**src/hdl/ps2mpt_pkg.sv**
```systemverilog
// Shared types and constants for the PS/2 mouse packet tracker.
package ps2mpt_pkg;

   localparam logic [7:0] ACK_BYTE  = 8'hFA;
   localparam logic [7:0] HDR_MASK  = 8'hC8;
   localparam logic [7:0] HDR_MATCH = 8'h08;
   localparam int         BTN_BIT    = 0;
   localparam int         X_SIGN_BIT = 4;
   localparam int         Y_SIGN_BIT = 5;

   localparam int BYTE_W  = 8;
   localparam int DELTA_W = 9;
   localparam int POS_W   = 12;
   localparam int SENS_W  = 8;
   localparam int STEP_W  = 8;
   localparam int PROD_W  = DELTA_W + SENS_W;
   localparam int QUOT_W  = 11;

   // divide by 100: multiply by ceil(2^24 / 100), keep the bits from bit 24 up
   localparam int                PERCENT     = 100;
   localparam int                RECIP_SHIFT = 24;
   localparam int                RECIP_W     = 18;
   localparam logic [RECIP_W-1:0] RECIP_MULT =
      RECIP_W'(((2 ** RECIP_SHIFT) + PERCENT - 1) / PERCENT);

   localparam int CSR_IDX_W  = 2;
   localparam int CSR_DATA_W = 12;

   localparam logic [SENS_W-1:0] SENS_RESET     = 8'd80;
   localparam logic [STEP_W-1:0] MAX_STEP_RESET = 8'd15;
   localparam logic [POS_W-1:0]  SCREEN_X_RESET = 12'd1023;
   localparam logic [POS_W-1:0]  SCREEN_Y_RESET = 12'd767;

   localparam int RSP_DEPTH = 8;
   localparam int RSP_PTR_W = $clog2(RSP_DEPTH);
   localparam int RSP_CNT_W = RSP_PTR_W + 1;

   typedef enum logic [CSR_IDX_W-1:0] {
      CSR_SENS     = 2'd0,
      CSR_MAX_STEP = 2'd1,
      CSR_SCREEN_X = 2'd2,
      CSR_SCREEN_Y = 2'd3
   } csr_index_type;

   typedef enum logic [1:0] {
      EV_BTN_DOWN = 2'd0,
      EV_BTN_UP   = 2'd1,
      EV_MOVE     = 2'd2
   } event_kind_type;

   typedef enum logic [3:0] {
      PH_ACK = 4'b0001,
      PH_HDR = 4'b0010,
      PH_XB  = 4'b0100,
      PH_YB  = 4'b1000
   } phase_type;

   typedef struct packed {
      logic btn_ev;
      logic btn_down;
      logic move;
   } pkt_info_type;

   typedef struct packed {
      logic [1:0]                event_kind;
      logic signed [DELTA_W-1:0] delta_x;
      logic signed [DELTA_W-1:0] delta_y;
      logic [POS_W-1:0]          pos_x;
      logic [POS_W-1:0]          pos_y;
      logic                      last;
   } rsp_entry_type;

endpackage

```
**src/hdl/ps2mpt_req_if.sv**
```systemverilog
// Request channel: one PS/2 data byte per request.
interface ps2mpt_req_if;
   logic       valid;
   logic       ready;
   logic [7:0] data_byte;

   modport source (output valid, output data_byte, input ready);
   modport sink (input valid, input data_byte, output ready);
endinterface

```
**src/hdl/ps2mpt_rsp_if.sv**
```systemverilog
// Result channel: button and pointer-move events.
interface ps2mpt_rsp_if;
   logic              valid;
   logic              ready;
   logic [1:0]        event_kind;
   logic signed [8:0] delta_x;
   logic signed [8:0] delta_y;
   logic [11:0]       pos_x;
   logic [11:0]       pos_y;
   logic              last;

   modport source (output valid, output event_kind, output delta_x, output delta_y,
                   output pos_x, output pos_y, output last, input ready);
   modport sink (input valid, input event_kind, input delta_x, input delta_y,
                 input pos_x, input pos_y, input last, output ready);
endinterface

```
**src/hdl/ps2_mouse_packet_tracker_unit.sv**
```systemverilog
// PS/2 mouse packet tracker: frames packets, emits button and move events.
// Throughput: one request per cycle; ready drops only when fewer than two of the
// 8 result-queue slots are free, counting two held per packet in the scale pipeline.
// A packet's results pass the scale pipeline stages (magnitude*scale, divide by
// 100, clamp/saturate) and are written to the result queue before being offered;
// a second result follows from the queue once the first is taken.
// Synchronous active-high reset: awaits acknowledge, pointer at 0, queue empty.
module ps2_mouse_packet_tracker_unit import ps2mpt_pkg::*; (
   input  logic                  clock,
   input  logic                  reset,
   ps2mpt_req_if.sink            req_chan,
   ps2mpt_rsp_if.source          rsp_chan,
   input  logic                  csr_write_en,
   input  logic [CSR_IDX_W-1:0]  csr_index,
   input  logic [CSR_DATA_W-1:0] csr_wdata
);

   logic [SENS_W-1:0] sens_ff;
   logic [STEP_W-1:0] max_step_ff;
   logic [POS_W-1:0]  scr_x_ff, scr_y_ff;

   phase_type         phase_ff, phase_in;
   logic [BYTE_W-1:0] header_ff, header_in;
   logic [BYTE_W-1:0] xbyte_ff, xbyte_in;
   logic              left_ff, left_in;
   logic [POS_W-1:0]  ptr_x_ff, ptr_x_in, ptr_y_ff, ptr_y_in;

   logic                      req_accept, pkt_end;
   logic [BYTE_W-1:0]         rx_byte;
   logic signed [DELTA_W-1:0] raw_x, raw_y;
   pkt_info_type              info_in;

   logic                      s1_vld_ff, s2_vld_ff, s3_vld_ff;
   pkt_info_type              s1_info_ff, s2_info_ff, s3_info_ff;
   logic signed [DELTA_W-1:0] s1_dx_ff, s1_dy_ff, s2_dx_ff, s2_dy_ff, s3_dx_ff, s3_dy_ff;
   logic [DELTA_W-1:0]        mag_x, mag_y;
   logic [PROD_W-1:0]         s2_prod_x_ff, s2_prod_x_in, s2_prod_y_ff, s2_prod_y_in;
   logic [PROD_W+RECIP_W-1:0] quot_x_full, quot_y_full;
   logic [QUOT_W-1:0]         s3_q_x_ff, s3_q_y_ff;

   logic [STEP_W-1:0]         step_x, step_y;
   logic signed [POS_W+1:0]   sum_x, sum_y, step_x_s, step_y_s;

   rsp_entry_type             fifo_ff [RSP_DEPTH];
   logic [RSP_PTR_W-1:0]      wr_ptr_ff, rd_ptr_ff;
   logic [RSP_CNT_W-1:0]      cnt_ff;
   logic [RSP_CNT_W:0]        committed;
   rsp_entry_type             btn_entry, move_entry, head;
   logic                      rsp_pop;
   logic [1:0]                push_n;

   // config registers
   always_ff @(posedge clock) begin
      if (reset) begin
         sens_ff     <= SENS_RESET;
         max_step_ff <= MAX_STEP_RESET;
         scr_x_ff    <= SCREEN_X_RESET;
         scr_y_ff    <= SCREEN_Y_RESET;
      end else if (csr_write_en) begin
         case (csr_index_type'(csr_index))
            CSR_SENS:     sens_ff     <= csr_wdata[SENS_W-1:0];
            CSR_MAX_STEP: max_step_ff <= csr_wdata[STEP_W-1:0];
            CSR_SCREEN_X: scr_x_ff    <= csr_wdata[POS_W-1:0];
            CSR_SCREEN_Y: scr_y_ff    <= csr_wdata[POS_W-1:0];
            default: ;
         endcase
      end
   end

   // packet framing
   assign req_accept = req_chan.valid & req_chan.ready;
   assign rx_byte    = req_chan.data_byte;
   assign raw_x      = {header_ff[X_SIGN_BIT], xbyte_ff};
   assign raw_y      = {header_ff[Y_SIGN_BIT], rx_byte};

   always_comb begin
      phase_in  = phase_ff;
      header_in = header_ff;
      xbyte_in  = xbyte_ff;
      left_in   = left_ff;
      pkt_end   = 1'b0;
      if (req_accept) begin
         case (phase_ff)
            PH_ACK: begin
               if (rx_byte == ACK_BYTE) phase_in = PH_HDR;
            end
            PH_HDR: begin
               if ((rx_byte & HDR_MASK) == HDR_MATCH) begin
                  header_in = rx_byte;
                  phase_in  = PH_XB;
               end
            end
            PH_XB: begin
               xbyte_in = rx_byte;
               phase_in = PH_YB;
            end
            PH_YB: begin
               pkt_end  = 1'b1;
               left_in  = header_ff[BTN_BIT];
               phase_in = PH_HDR;
            end
            default: phase_in = PH_ACK;
         endcase
      end
      info_in.btn_ev   = header_ff[BTN_BIT] != left_ff;
      info_in.btn_down = header_ff[BTN_BIT];
      info_in.move     = (raw_x != '0) || (raw_y != '0);
   end

   always_ff @(posedge clock) begin
      if (reset) begin
         phase_ff  <= PH_ACK;
         header_ff <= '0;
         xbyte_ff  <= '0;
         left_ff   <= 1'b0;
         ptr_x_ff  <= '0;
         ptr_y_ff  <= '0;
         s1_vld_ff <= 1'b0;
         s2_vld_ff <= 1'b0;
         s3_vld_ff <= 1'b0;
      end else begin
         phase_ff  <= phase_in;
         header_ff <= header_in;
         xbyte_ff  <= xbyte_in;
         left_ff   <= left_in;
         ptr_x_ff  <= ptr_x_in;
         ptr_y_ff  <= ptr_y_in;
         s1_vld_ff <= pkt_end;
         s2_vld_ff <= s1_vld_ff;
         s3_vld_ff <= s2_vld_ff;
      end
   end

   // scale pipeline: |d| * sensitivity, then divide by 100
   assign mag_x = s1_dx_ff[DELTA_W-1] ? DELTA_W'(-s1_dx_ff) : DELTA_W'(s1_dx_ff);
   assign mag_y = s1_dy_ff[DELTA_W-1] ? DELTA_W'(-s1_dy_ff) : DELTA_W'(s1_dy_ff);
   assign s2_prod_x_in = {{SENS_W{1'b0}}, mag_x} * {{DELTA_W{1'b0}}, sens_ff};
   assign s2_prod_y_in = {{SENS_W{1'b0}}, mag_y} * {{DELTA_W{1'b0}}, sens_ff};
   assign quot_x_full  = {{RECIP_W{1'b0}}, s2_prod_x_ff} * {{PROD_W{1'b0}}, RECIP_MULT};
   assign quot_y_full  = {{RECIP_W{1'b0}}, s2_prod_y_ff} * {{PROD_W{1'b0}}, RECIP_MULT};

   always_ff @(posedge clock) begin
      s1_info_ff   <= info_in;
      s1_dx_ff     <= raw_x;
      s1_dy_ff     <= raw_y;
      s2_info_ff   <= s1_info_ff;
      s2_dx_ff     <= s1_dx_ff;
      s2_dy_ff     <= s1_dy_ff;
      s2_prod_x_ff <= s2_prod_x_in;
      s2_prod_y_ff <= s2_prod_y_in;
      s3_info_ff   <= s2_info_ff;
      s3_dx_ff     <= s2_dx_ff;
      s3_dy_ff     <= s2_dy_ff;
      s3_q_x_ff    <= quot_x_full[RECIP_SHIFT +: QUOT_W];
      s3_q_y_ff    <= quot_y_full[RECIP_SHIFT +: QUOT_W];
   end

   // clamp, pointer update with saturation
   assign step_x = (s3_q_x_ff > QUOT_W'(max_step_ff)) ? max_step_ff : s3_q_x_ff[STEP_W-1:0];
   assign step_y = (s3_q_y_ff > QUOT_W'(max_step_ff)) ? max_step_ff : s3_q_y_ff[STEP_W-1:0];
   assign step_x_s = $signed({{(POS_W+2-STEP_W){1'b0}}, step_x});
   assign step_y_s = $signed({{(POS_W+2-STEP_W){1'b0}}, step_y});
   assign sum_x = $signed({2'b00, ptr_x_ff}) + (s3_dx_ff[DELTA_W-1] ? -step_x_s : step_x_s);
   assign sum_y = $signed({2'b00, ptr_y_ff}) + (s3_dy_ff[DELTA_W-1] ? step_y_s : -step_y_s);

   always_comb begin
      ptr_x_in = ptr_x_ff;
      ptr_y_in = ptr_y_ff;
      if (s3_vld_ff && s3_info_ff.move) begin
         if (sum_x < 0)
            ptr_x_in = '0;
         else if (sum_x > $signed({2'b00, scr_x_ff}))
            ptr_x_in = scr_x_ff;
         else
            ptr_x_in = sum_x[POS_W-1:0];
         if (sum_y < 0)
            ptr_y_in = '0;
         else if (sum_y > $signed({2'b00, scr_y_ff}))
            ptr_y_in = scr_y_ff;
         else
            ptr_y_in = sum_y[POS_W-1:0];
      end
   end

   always_comb begin
      btn_entry.event_kind  = s3_info_ff.btn_down ? EV_BTN_DOWN : EV_BTN_UP;
      btn_entry.delta_x     = s3_dx_ff;
      btn_entry.delta_y     = s3_dy_ff;
      btn_entry.pos_x       = '0;
      btn_entry.pos_y       = '0;
      btn_entry.last        = ~s3_info_ff.move;
      move_entry.event_kind = EV_MOVE;
      move_entry.delta_x    = '0;
      move_entry.delta_y    = '0;
      move_entry.pos_x      = ptr_x_in;
      move_entry.pos_y      = ptr_y_in;
      move_entry.last       = 1'b1;
      push_n = '0;
      if (s3_vld_ff)
         push_n = {1'b0, s3_info_ff.btn_ev} + {1'b0, s3_info_ff.move};
   end

   // result queue; two slots are held for every packet in flight
   always_ff @(posedge clock) begin
      if (s3_vld_ff) begin
         if (s3_info_ff.btn_ev) begin
            fifo_ff[wr_ptr_ff] <= btn_entry;
            if (s3_info_ff.move) fifo_ff[wr_ptr_ff + 1'b1] <= move_entry;
         end else if (s3_info_ff.move) begin
            fifo_ff[wr_ptr_ff] <= move_entry;
         end
      end
   end

   assign rsp_pop = rsp_chan.valid & rsp_chan.ready;

   always_ff @(posedge clock) begin
      if (reset) begin
         wr_ptr_ff <= '0;
         rd_ptr_ff <= '0;
         cnt_ff    <= '0;
      end else begin
         wr_ptr_ff <= wr_ptr_ff + RSP_PTR_W'(push_n);
         rd_ptr_ff <= rd_ptr_ff + RSP_PTR_W'(rsp_pop);
         cnt_ff    <= cnt_ff + RSP_CNT_W'(push_n) - RSP_CNT_W'(rsp_pop);
      end
   end

   assign committed = {1'b0, cnt_ff}
                    + {{(RSP_CNT_W-1){1'b0}}, s1_vld_ff, 1'b0}
                    + {{(RSP_CNT_W-1){1'b0}}, s2_vld_ff, 1'b0}
                    + {{(RSP_CNT_W-1){1'b0}}, s3_vld_ff, 1'b0};
   assign req_chan.ready = committed <= (RSP_CNT_W+1)'(RSP_DEPTH - 2);

   assign head                = fifo_ff[rd_ptr_ff];
   assign rsp_chan.valid      = cnt_ff != '0;
   assign rsp_chan.event_kind = head.event_kind;
   assign rsp_chan.delta_x    = head.delta_x;
   assign rsp_chan.delta_y    = head.delta_y;
   assign rsp_chan.pos_x      = head.pos_x;
   assign rsp_chan.pos_y      = head.pos_y;
   assign rsp_chan.last       = head.last;

endmodule

```
**src/flat_wrapper.sv**
```systemverilog
// flat-port wrapper written by rule: the top's interface ports become plain ports
module ps2_mouse_packet_tracker_unit_flat import ps2mpt_pkg::*;
  (clock, reset, csr_write_en, csr_index, csr_wdata, req_chan_valid, req_chan_data_byte, req_chan_ready, rsp_chan_valid, rsp_chan_event_kind, rsp_chan_delta_x, rsp_chan_delta_y, rsp_chan_pos_x, rsp_chan_pos_y, rsp_chan_last, rsp_chan_ready);
  ps2mpt_req_if req_chan_i ();
  ps2mpt_rsp_if rsp_chan_i ();
  input  logic clock;
  input  logic reset;
  input  logic csr_write_en;
  input  logic [CSR_IDX_W-1:0] csr_index;
  input  logic [CSR_DATA_W-1:0] csr_wdata;
  input wire logic [$bits(req_chan_i.valid)-1:0] req_chan_valid;
  input wire logic [$bits(req_chan_i.data_byte)-1:0] req_chan_data_byte;
  output wire logic [$bits(req_chan_i.ready)-1:0] req_chan_ready;
  output wire logic [$bits(rsp_chan_i.valid)-1:0] rsp_chan_valid;
  output wire logic [$bits(rsp_chan_i.event_kind)-1:0] rsp_chan_event_kind;
  output wire logic [$bits(rsp_chan_i.delta_x)-1:0] rsp_chan_delta_x;
  output wire logic [$bits(rsp_chan_i.delta_y)-1:0] rsp_chan_delta_y;
  output wire logic [$bits(rsp_chan_i.pos_x)-1:0] rsp_chan_pos_x;
  output wire logic [$bits(rsp_chan_i.pos_y)-1:0] rsp_chan_pos_y;
  output wire logic [$bits(rsp_chan_i.last)-1:0] rsp_chan_last;
  input wire logic [$bits(rsp_chan_i.ready)-1:0] rsp_chan_ready;
  assign req_chan_i.valid = req_chan_valid;
  assign req_chan_i.data_byte = req_chan_data_byte;
  assign req_chan_ready = req_chan_i.ready;
  assign rsp_chan_valid = rsp_chan_i.valid;
  assign rsp_chan_event_kind = rsp_chan_i.event_kind;
  assign rsp_chan_delta_x = rsp_chan_i.delta_x;
  assign rsp_chan_delta_y = rsp_chan_i.delta_y;
  assign rsp_chan_pos_x = rsp_chan_i.pos_x;
  assign rsp_chan_pos_y = rsp_chan_i.pos_y;
  assign rsp_chan_last = rsp_chan_i.last;
  assign rsp_chan_i.ready = rsp_chan_ready;
  ps2_mouse_packet_tracker_unit u_core (.clock(clock), .reset(reset), .req_chan(req_chan_i), .rsp_chan(rsp_chan_i), .csr_write_en(csr_write_en), .csr_index(csr_index), .csr_wdata(csr_wdata));
endmodule
```
**config.mk**
```make
export PLATFORM = sky130hd
export DESIGN_NAME = ps2_mouse_packet_tracker_unit_flat
export DESIGN_NICKNAME = d
export VERILOG_FILES = /design/src/hdl/ps2mpt_pkg.sv /design/src/hdl/ps2mpt_req_if.sv /design/src/hdl/ps2mpt_rsp_if.sv /design/src/hdl/ps2_mouse_packet_tracker_unit.sv /design/src/flat_wrapper.sv
export SDC_FILE = /design/constraint.sdc
export NUM_CORES = 2
export LEC_CHECK = 0
export BUFFER_PORTS_ARGS = -buffer_cell sky130_fd_sc_hd__buf_2
export CAP_MARGIN = 20
export CORE_ASPECT_RATIO = 0.75
export CORE_MARGIN = 5
export CORE_UTILIZATION = 70
export CTS_BUF_LIST = sky130_fd_sc_hd__clkbuf_2
export CTS_CLUSTER_SIZE = 12
export DETAILED_ROUTE_END_ITERATION = 8
export MAX_ROUTING_LAYER = met4
export PLACE_DENSITY = 0.87
export SLEW_MARGIN = 20
export SYNTH_ARGS = -nofsm -noshare
export SYNTH_HDL_FRONTEND = slang
export SYNTH_SLANG_ARGS = --single-unit
```
**constraint.sdc**
```tcl
create_clock -name clock -period 14.65 [get_ports clock]
set_input_delay 1.465 -clock clock [delete_from_list [all_inputs] [get_ports clock]]
set_output_delay 1.465 -clock clock [all_outputs]
set_load 0.01 [all_outputs]
```
* After elaboration in Yosys (flattened, before gate mapping) *
Memories as Yosys holds them, arrays and structs flattened. A register that Yosys moved wholly into a read port is not among the register bits.
Cells that the tools add are included.

storage, ports and cells
  memories kept = 1
  output and inout bits = 47
  RAM bits = 360
  input port bits = 27
  word-level logic and storage cells = 124
  register bits = 215

cells by class
  add/subtract/negate cells = 15
  reductions and logical operators = 15
  bitwise operators = 5
  $lt $le $gt $ge = 7
  multiplexer cells = 30
  $mul = 4
  equality and inequality tests = 12

memories
  name            depth  bits a word  rd ports  clocked after memory_dff  wr ports  RTL line                             source
  u_core.fifo_ff  8      45           1         1                         2         ps2_mouse_packet_tracker_unit.sv:44  rsp_entry_type fifo_ff [RSP_DEPTH];

operators with widths
  operator                  count
  $mux W12                  6
  $mul A17 B18 Y35 const B  2
  $mux W45                  1
  $mul A9 B8 Y17            2
  $add A13 B14 Y14          2
  $gt A14 B13 Y1            2
  $lt A14 B1 Y1 const B     2
  $mux W14                  2
  $neg A8 Y14               2
  $gt A11 B8 Y1             2
  $mux W9                   2
  $neg A9 Y9                2
  $reduce_bool A9 Y1        2
  $mux W8                   2
  $pmux W4 S4               1
  $mux W1                   12
  $reduce_and A2 Y1         6
  $add A5 B2 Y5             2
  $eq A8 B8 Y1 const B      1
  $mux W4                   2
  $reduce_and A3 Y1         2
  $add A4 B2 Y5             1
  $le A5 B3 Y1 const B      1
  $add A4 B2 Y4             1
  other kinds (24)          28

* Logic depth before layout (Yosys ltp) *
  depth after elaboration = 10
  gate-level depth with buffers = 33
  gate-level depth less buffers = 30

* Least setup slack after synthesis *
OpenSTA, ideal clock, no wires.

  path type = register to register
  from = reg u_core.max_step_ff[5]
  to = mem u_core.fifo_ff[0][14] (netlist bit) (data pin)
  data required time = 14.376 ns
  cell stages (with the launch flop) = 32
  path buffers = 3
  library setup time = 0.274 ns
  slack = 8.342 ns
  arrival time = 6.034 ns
  period minus slack after synthesis = 6.308 ns
  cell sequence = dfxtp_1 -> inv_1 -> ha_1 -> and3_1 -> and3_1 -> and3_1 -> a21oi_1 -> clkbuf_1 -> nor2_1 -> a21o_1 -> inv_1 -> ha_1 -> nand3_1 -> a211oi_1 -> a211o_1 -> buf_2 -> inv_2 -> buf_1 -> ha_1 -> nand3_1 -> o2111ai_1 -> a21oi_1 -> xor2_1 -> inv_1 -> ha_1 -> nand2_1 -> nor4_1 -> nor2_1 -> a21oi_1 -> o2111ai_1 -> a22oi_1 -> nor2_1

RTL lines
  item                    RTL line                             source
  from (decl)             ps2_mouse_packet_tracker_unit.sv:19  logic [STEP_W-1:0] max_step_ff;
  from (signal assigned)  ps2_mouse_packet_tracker_unit.sv:62  CSR_MAX_STEP: max_step_ff <= csr_wdata[STEP_W-1:0];
  to (decl)               ps2_mouse_packet_tracker_unit.sv:44

==> metrics.md <==
| Metric | Value |
|---|---|
| Status | `complete, no violations` |
| Worst slack at placement | `6900 ps` |
| Reg2reg start | `u_core.max_step_ff[7]` |
| Die Span Y | `218 µm` |
| Residual DRC | `0` |
| Flops & latches, synth | `572` |
| Max VDD drop | `0.439 mV` |
| Slew Viols, Final | `0` |
| Synth top area share | `18.8%` |
| Final worst-path cycle share | `55.5%` |
| P&R area growth vs syn | `5.78%` |
| Syn Area/Cell | `10.1 µm²` |
| Final hold violations | `0` |
| Slew margin rel. | `20.3%` |
| Core Area | `57300 µm²` |
| Port buffer count | `73` |
| Flop-to-flop setup slack | `6520 ps` |
| Wire length per cell | `21.3 µm` |
| RD Place Congestion | `0.988` |
| CTS resizes | `0` |
| Commonest non-fill, non-tap cell in the layout | `inv_1` |
| Max-Cap Viols | `0` |
| Min-Delay Startpoint | `u_core.xbyte_ff[1]` |
| Cell count of the worst reg-to-reg path | `28` |
| Vias per cell | `6.16` |
| First-pass GRT wire length | `168 mm` |
| Cell variety after synth | `78` |
| Share of cells above drive strength 1 | `12.2%` |
| RSZ-0062 raised after global routing | `false` |
| Syn Nets | `4799` |
| Final WS setup | `6520 ps` |
| Setup CP Type | `flop to flop` |
| Num ports | `74` |
| Maximum clock insertion buffer count | `3` |
| DR vias | `30700` |
| Yosys warning total | `0` |
| Filler cells | `3883` |
| # rows | `76` |
| Register area | `13400 µm²` |
| Layout net count | `4879` |
| Die Area | `62800 µm²` |
| # Post-CTS Setup Buffers | `0` |
| CTS Hold Buffers Added | `0` |
| Most used flip-flop cell after synthesis | `dfxtp_1` |
| Crit path time final | `8130 ps` |
| Vias in the first global route | `31400` |
| Aggregate global routing overflow | `0` |
| Crit Path Max Fanout | `17` |
| Lkg Pwr | `19.8 nW` |
| Max Freq | `123 MHz` |
| Total wire length | `106 mm` |
| Worst hold path type | `flop to flop` |
| Commonest cells after routing, fill and taps aside | `inv_1, nand2_1, ha_1, dfxtp_1, fa_1` |
| Crit end category | `flop` |
| CTS tree | `done` |
| Root Driver | `clkbuf_2` |
| Num CTS Buffers | `132` |
| Sequential area share after synthesis | `33.0%` |
| Initial antenna violation count | `1` |
| H-tree depth | `4` |
| Pin count of the biggest net entering global routing | `72` |
| Die width | `288 µm` |
| Slowest cell on crit path | `a21oi_1` |
| Max incr delay on CP | `710 ps` |
| Clock skew | `117 ps` |
| Startpoint types | `flop` |
| Async S/R FF share, synth | `0%` |
| Starting Density | `70.6%` |
| Crit path DAT | `8950 ps` |
| Antenna-violating nets left | `0` |
| Cells after synthesis | `4021` |
| Power per Cell Area | `204 nW/µm²` |
| Setup_tns | `0 ps` |
| HPWL Detailed | `76.0 mm` |
| Clock slew at reported path FFs | `150 ps` |
| Worst Path Required | `15470 ps` |
| CP startpoint | `u_core.max_step_ff[7]` |
| Hold Crit Depth | `0` |
| Worst Max-Slew Pin Slew | `1190 ps` |
| DRT iter0 DRCs | `3582` |
| Worst skew pair latency | `1170 ps` |
| Tot GR Track Use | `35.0%` |
| Pre-Repair DR Iteration Count | `7` |
| Post-synth EDFFs | `192` |
| Syn Std Cell Area | `40500 µm²` |
| Final setup violation count | `0` |
| Post-synth top area cell | `dfxtp_1` |
| CTS sink cnt | `572` |
| Multi-input logic area | `24500 µm²` |
| Area contributors post-synth | `dfxtp_1, fa_1, edfxtp_1` |
## critical path, delay by kind of cell, from the launching register on
family                   cells  cell delay (ps)
AO/OA/AOI/OAI               11             4060
XOR/XNOR                     1              280
adder cells (fa/ha/maj)      4             1210
buffers and inverters        4              600
flip-flops                   1              400
AND/OR/NAND/NOR              8             1220
## worst paths after layout
check	end
setup / recovery	u_core.fifo_ff[3][14]
hold / removal	u_core.s1_dx_ff[1]
setup reg to reg	u_core.fifo_ff[3][14]
hold reg to reg	u_core.s1_dx_ff[1]
## Yosys cell counts, types with 17 or more instances
library cell and count:
a211o_1 20, a211oi_1 17, a21o_1 25, a21oi_1 230, and2_1 92, buf_1 22, clkbuf_1 129, dfxtp_1 380
edfxtp_1 192, fa_1 307, ha_1 444, inv_1 553, mux2_2 48, mux2i_1 56, mux4_2 90, nand2_1 483
nand2b_1 32, nand3_1 44, nand4_1 31, nor2_1 276, nor2b_1 31, nor3_1 34, o21ai_0 62, o22ai_1 91
or3_1 19, xnor2_1 71, xor2_1 27
## flip-flops by register name, indices dropped and copies added (netlist names), 11 cells and up
| signal | cells |
|---|---|
| u_core.fifo_ff | 360 |
| u_core.ptr_x_ff | 12 |
| u_core.ptr_y_ff | 12 |
| u_core.s2_prod_y_ff | 17 |
| u_core.scr_y_ff | 12 |
| u_core.s3_q_x_ff | 11 |
| u_core.s2_prod_x_ff | 17 |
| u_core.scr_x_ff | 12 |
| u_core.s3_q_y_ff | 11 |
## logic make-up (layout without fill, tap and decap cells)
logic type | Yosys count | after routing | share of synthesized area (%)
buffers and inverters | 724 | 901 | 6.80
muxes | 196 | 196 | 7.82
other | 0 | 1 | 0
xor gates and xnor gates | 100 | 100 | 2.20
DFF | 572 | 572 | 33.0
AOI/OAI and AO/OA | 579 | 579 | 9.09
adders and majority gates | 751 | 751 | 28.9
and+or+nand+nor | 1099 | 1099 | 12.2
## cell type report
type	count	share of cell area, %
Multi-Input combinational cell	2725	57.1
Sequential cell	572	31.2
Inverter	554	4.86
Tap cell	780	2.28
Clock buffer	185	2.16
Timing Repair Buffer	116	1.61
Clock inverter	46	0.760
Antenna cell	1	0.00584
## power by group
| part | total (W) | switching, W | internal, W |
|---|---|---|---|
| clock network | 0.00108 | 0.000667 | 0.000418 |
| registers | 0.00181 | 0.000114 | 0.00170 |
| logic | 0.00583 | 0.00351 | 0.00232 |
## layer usage
layer	share of wire, %	global-route usage [%]	vias up
li1	-	-	13800
met1	42	49.8	14800
met2	43	51.0	1821
met3	12	8.05	274
met4	2.9	9.96	0
met5	0	-	-
## through the flow
step	total power (W)	utilization, %	instances	hold WS [ps]	instance area [µm²]
after CTS	0.00874	74.7	4978	290	42800
after detailed placement	0.00760	72.5	4747	312	41600
after global placement	0.00734	72.5	4747	311	41600
after global routing	0.00966	74.7	4979	332	42800
final	0.00873	74.7	4979	275	42800
after floorplan	0.00576	-	4021	310	40500
Power figures use the tool's default switching activity.
